## src/hw/rtl/lca_pkg.sv

```systemverilog
// Shared types and constants for the common-ancestor block.
package lca_pkg;

  localparam int unsigned IdW = 17;
  localparam logic [IdW-1:0] DepthMax = '1;

  typedef logic [IdW-1:0] id_t;

  // Datapath commands issued by the controller.
  typedef enum logic [3:0] {
    CMD_NONE,
    CMD_LOAD,      // capture request fields, clip ids
    CMD_RD_PDEP,   // read depth of parent
    CMD_WR_BASE,   // write depth and level 0
    CMD_RD_LVL,    // read jump of cursor at level
    CMD_WR_LVL,    // write fill value at level
    CMD_RD_DEP,    // read depth of node a and b
    CMD_LIFT_RD,   // read jump of y at level
    CMD_LIFT_UP,   // conditional lift of y
    CMD_BOTH_RD,   // read jump of x; BOTH_RD2 reads y
    CMD_BOTH_RD2,
    CMD_BOTH_UP,   // conditional lift of both
    CMD_FINAL_RD,  // read jump of x at level 0
    CMD_FINAL      // latch answer
  } cmd_e;

  typedef struct packed {
    cmd_e        cmd;
    logic [4:0]  level;
    logic        sel_b;   // which depth read phase
  } ctrl_t;

  typedef struct packed {
    logic is_query;
    logic node_zero;
    logic same;           // x equals y
  } stat_t;

endpackage

```

## src/hw/rtl/lca_ctrl.sv

```systemverilog
// Controller: sequences add fills, depth reads and the two lift passes.
module lca_ctrl #(
  parameter int unsigned Levels = 17
) (
  input  logic           clk_i,
  input  logic           rst_ni,
  input  logic           in_valid_i,
  output logic           in_ready_o,
  output logic           out_valid_o,
  input  logic           out_ready_i,
  input  lca_pkg::stat_t stat_i,
  output lca_pkg::ctrl_t ctrl_o
);
  typedef enum logic [9:0] {
    S_IDLE  = 10'b0000000001,
    S_PDEP  = 10'b0000000010,
    S_BASE  = 10'b0000000100,
    S_FILL  = 10'b0000001000,
    S_DEPA  = 10'b0000010000,
    S_LIFT  = 10'b0000100000,
    S_BOTH  = 10'b0001000000,
    S_FIN   = 10'b0010000000,
    S_DONE  = 10'b0100000000,
    S_OUT   = 10'b1000000000
  } state_e;

  state_e state_q, state_d;
  logic [4:0] lvl_q, lvl_d;
  logic [1:0] ph_q, ph_d;

  localparam logic [4:0] Top = 5'(Levels - 1);

  // Next-state and command generation.
  always_comb begin
    state_d = state_q;
    lvl_d   = lvl_q;
    ph_d    = ph_q;
    ctrl_o  = '{cmd: lca_pkg::CMD_NONE, level: lvl_q, sel_b: 1'b0};
    in_ready_o  = 1'b0;
    out_valid_o = 1'b0;
    case (state_q)
      S_IDLE: begin
        in_ready_o = 1'b1;
        if (in_valid_i) begin
          ctrl_o.cmd = lca_pkg::CMD_LOAD;
          state_d = S_DEPA;
          ph_d = 2'd0;
        end
      end
      S_DEPA: begin
        if (!stat_i.is_query) begin
          ctrl_o.cmd = lca_pkg::CMD_RD_PDEP;
          state_d = S_BASE;
        end else if (ph_q == 2'd0) begin
          ctrl_o.cmd = lca_pkg::CMD_RD_DEP; ph_d = 2'd1;
        end else if (ph_q == 2'd1) begin
          ctrl_o.cmd = lca_pkg::CMD_RD_DEP; ctrl_o.sel_b = 1'b1; ph_d = 2'd2;
        end else begin
          // Depth of y lands as the first lift read issues.
          ctrl_o.cmd = lca_pkg::CMD_LIFT_RD; ctrl_o.level = Top;
          lvl_d = Top; ph_d = 2'd1; state_d = S_LIFT;
        end
      end
      S_PDEP: state_d = S_BASE;
      S_BASE: begin
        ctrl_o.cmd = lca_pkg::CMD_WR_BASE;
        lvl_d = 5'd0; ph_d = 2'd0;
        state_d = (Levels > 1) ? S_FILL : S_OUT;
      end
      S_FILL: begin
        // Two jumps of level k-1 give level k; the cursor holds the first.
        ctrl_o.level = lvl_q;
        if (ph_q == 2'd0) begin
          ctrl_o.cmd = lca_pkg::CMD_RD_LVL; ph_d = 2'd1;
        end else begin
          ctrl_o.cmd = lca_pkg::CMD_WR_LVL; ph_d = 2'd0;
          if (ph_q == 2'd1) begin
            ph_d = 2'd2;
          end else begin
            ctrl_o.level = lvl_q + 5'd1;
            lvl_d = lvl_q + 5'd1;
            if (lvl_q + 5'd1 == Top) state_d = S_OUT;
          end
        end
        if (ph_q == 2'd1) ctrl_o.cmd = lca_pkg::CMD_NONE;
      end
      S_LIFT: begin
        if (ph_q == 2'd0) begin
          ctrl_o.cmd = lca_pkg::CMD_LIFT_RD; ctrl_o.level = Top; ph_d = 2'd1;
        end else begin
          ctrl_o.cmd = lca_pkg::CMD_LIFT_UP; ph_d = 2'd0;
          if (lvl_q == 5'd0) begin
            state_d = S_BOTH; lvl_d = Top;
          end else begin
            lvl_d = lvl_q - 5'd1;
          end
        end
        if (ph_q == 2'd0) ctrl_o.level = lvl_q;
      end
      S_BOTH: begin
        if (stat_i.same && ph_q == 2'd0) begin
          state_d = S_DONE;
        end else if (ph_q == 2'd0) begin
          ctrl_o.cmd = lca_pkg::CMD_BOTH_RD; ph_d = 2'd1;
        end else if (ph_q == 2'd1) begin
          ctrl_o.cmd = lca_pkg::CMD_BOTH_RD2; ph_d = 2'd2;
        end else if (ph_q == 2'd2) begin
          ctrl_o.cmd = lca_pkg::CMD_BOTH_UP; ph_d = 2'd3;
        end
        if (ph_q == 2'd3) begin
          ph_d = 2'd0;
          if (lvl_q == 5'd0) state_d = S_FIN;
          else lvl_d = lvl_q - 5'd1;
        end
      end
      S_FIN: begin
        ctrl_o.cmd = lca_pkg::CMD_FINAL_RD; ctrl_o.level = 5'd0;
        state_d = S_DONE;
      end
      S_DONE: begin
        ctrl_o.cmd = lca_pkg::CMD_FINAL; ctrl_o.level = 5'd0;
        state_d = S_OUT;
      end
      S_OUT: begin
        out_valid_o = 1'b1;
        if (out_ready_i) state_d = S_IDLE;
      end
      default: state_d = S_IDLE;
    endcase
  end

  always_ff @(posedge clk_i or negedge rst_ni) begin
    if (!rst_ni) begin
      state_q <= S_IDLE;
      lvl_q   <= '0;
      ph_q    <= '0;
    end else begin
      state_q <= state_d;
      lvl_q   <= lvl_d;
      ph_q    <= ph_d;
    end
  end
endmodule

```

## config.mk

```make
export PLATFORM = sky130hd
export DESIGN_NAME = lca_ctrl
export DESIGN_NICKNAME = d
export VERILOG_FILES = /design/src/hw/rtl/lca_pkg.sv /design/src/hw/rtl/lca_ctrl.sv
export SDC_FILE = /design/constraint.sdc
export NUM_CORES = 1
export LEC_CHECK = 0
export ABC_AREA = 1
export BUFFER_PORTS_ARGS = -buffer_cell sky130_fd_sc_hd__clkbuf_2
export CORE_ASPECT_RATIO = 2
export CORE_MARGIN = 4
export CORE_UTILIZATION = 30
export DETAILED_ROUTE_END_ITERATION = 7
export PLACE_DENSITY = 0.54
export RECOVER_POWER = 25
export SYNTH_ARGS = -nofsm -noshare
export SYNTH_HDL_FRONTEND = slang
export SYNTH_SLANG_ARGS = --single-unit
```

## constraint.sdc

```tcl
create_clock -name clk_i -period 2.4 [get_ports clk_i]
set_clock_uncertainty 0.05 [all_clocks]
set_input_delay 0.24 -clock clk_i [delete_from_list [all_inputs] [get_ports clk_i]]
set_output_delay 0.24 -clock clk_i [all_outputs]
set_load 0.02 [all_outputs]
```

# ---- Yosys cells after proc, flatten, opt, wreduce, memory -nomap -nowiden
# Cells that the tools add are included.
dict set report totals {
  regBits 17
  latchBits 0
  mem_bits_rw 0
  romBits 0
  in_bits 7
  mem_count 0
}
dict set report classes {
  addsub 2
  mul 0
  div_mod_pow 0
  order_cmp 0
  eq_ne 29
  shift 0
  n_mux 56
  n_bitwise 0
  n_reduce_logical 9
}
# operator n
set ops {}
lappend ops {{two-way mux 10 bit} 13}
lappend ops {{one-hot mux 10 bit (10 select lines)} 1}
lappend ops {{two-way mux 5 bit} 9}
lappend ops {{one-hot mux 4 bit (8 select lines)} 1}
lappend ops {{one-hot mux 5 bit (5 select lines)} 1}
lappend ops {{two-way mux 2 bit} 11}
lappend ops {{!= test 2 bit, second input constant} 11}
lappend ops {{two-way mux 4 bit} 5}
lappend ops {{one-hot mux 5 bit (3 select lines)} 1}
lappend ops {{two-way mux 6 bit} 2}
lappend ops {{one-hot mux 2 bit (6 select lines)} 1}
lappend ops {{equality test 10 x 1 -> 1 bit, second input constant} 1}
lappend ops {{equality test 10 bit, second input constant} 1}
lappend ops {{equality test 10 x 2 -> 1 bit, second input constant} 1}
lappend ops {{equality test 10 x 3 -> 1 bit, second input constant} 1}
lappend ops {{equality test 10 x 4 -> 1 bit, second input constant} 1}
lappend ops {{equality test 10 x 5 -> 1 bit, second input constant} 1}
lappend ops {{equality test 10 x 6 -> 1 bit, second input constant} 1}
lappend ops {{equality test 10 x 7 -> 1 bit, second input constant} 1}
lappend ops {{equality test 10 x 8 -> 1 bit, second input constant} 1}
lappend ops {{equality test 10 x 9 -> 1 bit, second input constant} 1}
lappend ops {{two-way mux 1 bit} 9}
lappend ops {{!= test 3 bit, second input constant} 3}
lappend ops {{AND reduction 9 bit} 1}
lappend ops {{other kinds (15)} 17}

# ---- Longest topological paths before layout
dict set report depth {
  ltp_word 7
  depth_mapped 13
  ltp_nobuf 12
}

# ---- Least setup slack after synthesis
# No wires, ideal clock.
dict set report synth_timing {
  kind {register -> output}
  startpoint {register ph_q[0]}
  endpoint {output port ctrl_o[3] in the netlist's numbering}
  arrival_ns 1.693
  required_ns 2.110
  setup_slack_ns 0.417
  path_stages_with_launch 10
  n_path_buf 2
  path_cell_list {dfrtp_1 inv_1 ha_1 buf_2 nor2_1 buf_2 nand2_1 o21ai_0 inv_1 o22ai_1}
}
# item line_no
set synth_rtl {}
lappend synth_rtl {{start: declaration} lca_ctrl.sv:29} ;# logic [1:0] ph_q, ph_d;
lappend synth_rtl {{start signal: assignment} lca_ctrl.sv:140} ;# ph_q <= ph_d;
lappend synth_rtl {{end: declaration} lca_ctrl.sv:12} ;# output lca_pkg::ctrl_t ctrl_o

==> summary.md <==
| Metric | Value |
|---|---|
| Worst hold path class | `primary input to register` |
| Setup bufs post-CTS | `0` |
| Synth top area share | `21.0%` |
| RSZ-0062 raised after global routing | `true` |
| Final period util | `96.7%` |
| Critical path peak fanout | `7` |
| Synth Instances | `302` |
| Initial Util | `31.2%` |
| Worst hold path cell count | `2` |
| Clk sink count | `17` |
| Overall Power | `~1.3 mW` |
| Max-cap violations | `0` |
| Util after Layout | `35.9%` |
| First-pass GRT wire length | `9.58 mm` |
| Die footprint | `slightly below 8000 um^2` |
| Global Route Usage Sum | `16.1%` |
| Drt first-iter violations | `66` |
| Reg-to-reg endpoint | `state_q[0]$_DFFE_PN1P_` |
| Peak VDD IR | `about 0.00024 V` |
| Power Dens Cells | `612 nW/um^2` |
| Syn Nets | `about 320` |
| Core region area | `6110 um^2` |
| Worst Setup Start Kind | `register` |
| Vias in the first global route | `2014` |
| Synth unique cells | `34` |
| Max Freq | `431 MHz` |
| Residual DRC | `0` |
| Area Growth Syn to Fin | `14.8%` |
| Final Wtd Congestion | `0.897` |
| Post-route insts no fill | `407` |
| R2r startpoint | `ph_q[0]$_DFFE_PN0P_` |
| Placed Area | `2090 um^2` |
| Final setup viols | `0` |
| Dpl cells | `402` |
| Leading area contributor after synthesis | `dfrtp_1` |
| HP Start | `stat_i[2]` |
| Crit. End Element | `output pin` |
| Detail Placement HPWL | `4.91 mm` |
| Worst Max-Slew Pin Slew | `1.10 ns` |
| Layout cell share with drive strength beyond 1 | `between 10% and 20%` |
| Reg clk slew, reported paths | `0.06 ns` |
| # H-tree levels | `1` |
| Arr. time, crit path | `2.03 ns` |
| Root Buffer | `clkbuf_16` |
| Outcome | `complete, no violations` |
| Mapped cell area | `1910 um^2` |
| Fill cells | `721` |
| Clk_lat worst skew | `0.26 ns` |
| Synth Area per Inst | `6.31 um^2` |
| Nets | `341` |
| Largest net degree at the start of global routing | `18` |
| Setup TNS | `0 ns` |
| CTS tree | `done` |
| WL/cell | `14.4 um` |
| Diodes inserted | `0` |
| Routed Antenna Nets | `0` |
| Rel. slew slack | `26.4%` |
| Reg2reg setup slack | `0.46 ns` |
| IO Port Bufs | `17` |
| Initial antenna violation count | `0` |
| Clock Tree Buf Depth | `2` |
| Total CTS buffers | `3` |
| Site Rows | `40` |
| Fin. Hold Viols | `0` |
| Via count | `approximately 2000` |
| Routed vias/inst | `4.80` |
| Leakage | `1.14 nW` |
| Yosys reg bits | `17` |
| Register area share after synthesis | `about 22%` |
| CP required | `2.11 ns` |
| Minimum clock period after layout | `2.32 ns` |
| Slew Limit Fails | `0` |
| Final wirelength | `5.84 mm` |
| Die extent in x | `between 60 and 70 um` |
| Hold Path End | `state_q[2]$_DFFE_PN0P_` |
| Drt pass-1 iters | `4` |
| Yosys warns | `0` |
| Boundary pin count | `19` |
| Main area contributors after synthesis | `dfrtp_1 21%, nand2_1 17%, nor2_1 7.5%` |
| Grt ovf | `0` |
| Die Y | `121 um` |
| CP Class | `register to output pin` |
| Post-route cell area | `~2200 um^2` |
| Reg2reg path depth | `10` |
worst max path at each step:
stage	from	end	cells after the start
floorplan	ph_q[0]$_DFFE_PN0P_	ctrl_o[3]	9
detailed placement	ph_q[1]$_DFFE_PN0P_	ctrl_o[4]	8
CTS	ph_q[1]$_DFFE_PN0P_	ctrl_o[4]	8
finish	state_q[0]$_DFFE_PN1P_	ctrl_o[4]	9
global placement	ph_q[1]$_DFFE_PN0P_	ctrl_o[4]	8
global route	ph_q[1]$_DFFE_PN0P_	ctrl_o[4]	8
registers in the layout, indices dropped and copies added, names as in the netlist:
| signal | flops |
|---|---|
| state_q | 10 |
| ph_q | 2 |
| lvl_q | 5 |
critical path, stage by stage, from the launching register on:
cell      delay, ns
dfstp_2        0.55
nor2_2         0.06
nand2_4        0.13
nor2_1         0.06
nand2_1        0.12
nand2_1        0.12
inv_1          0.12
nand3_1        0.17
o21ai_0        0.23
clkbuf_2       0.20
layout by cell type (no fill, tap or decap), drive strengths merged, types with 2 or more instances in the layout:
cell type / count
dfrtp: 16
nand2: 96
buf: 5
clkbuf: 21
inv: 43
nor3: 2
xor2: 2
nand3b: 3
a21oi: 4
ha: 10
o21ai: 14
o2111ai: 2
nand3: 31
nand4: 7
nor2: 53
o211ai: 4
logic make-up (layout without fill, tap and decap cells):
group	after synthesis	after routing	share of synthesized area, %
flops	17	17	22.4
other cells	1	1	0.197
fa+ha+maj	10	10	6.56
xor+xnor	2	2	0.919
buf+inv	49	70	10.8
compound gates	30	30	9.65
simple gates	193	193	49.5
through the flow:
| step | setup slack, ns | hold slack (ns) |
|---|---|---|
| after detailed placement | 0.310 | 0.181 |
| after CTS | 0.0297 | 0.207 |
| after global routing | -0.0163 | 0.215 |
| after floorplan | 0.417 | -0.106 |
| after global placement | 0.317 | 0.175 |
| final | 0.0800 | 0.195 |
cell type report:
type / count / area [um^2] / share of cell area, %
multi-input cells: 236 / 1290 / 58.7
flip-flops and latches: 17 / 427 / 19.5
repair buffers: 23 / 131 / 6.00
clock buffers: 4 / 78.8 / 3.60
well taps: 84 / 105 / 4.80
inverters: 43 / 161 / 7.37
report_power, final:
group          switching [mW]  total (mW)  internal, mW
Clock                   0.130       0.356         0.227
Sequential             0.0449       0.373         0.328
Combinational           0.425       0.611         0.186
Total                   0.599        1.34         0.741
what timing repair did:
action | in CTS | in global routing
endpoints found under the hold margin | 16 | 0
endpoints found under the setup margin | 0 | 6
gates resized for setup | 0 | 3
hold buffers | 1 | 0
cell usage after synthesis, drive strengths merged:
master   instances
o31ai            1
nor2            53
o21ai           14
inv             43
o22ai            1
nand3b           3
nor4             1
o21bai           1
ha              10
xor2             2
o2111ai          2
buf              6
o221ai           1
nand4            7
a21oi            4
o211ai           4
nor3             2
nand2           96
o32ai            1
o21a             1
dfrtp           16
conb             1
nand3           31
dfstp            1
routing by layer:
metal	vias up	global-route usage [%]	share of wire, %
met4	0	11.1	5.4
met5	-	0	0
met1	895	14.4	34
met2	36	32.1	58
li1	1002	-	-
met3	19	1.58	2.2
Power figures use the tool's default switching activity.
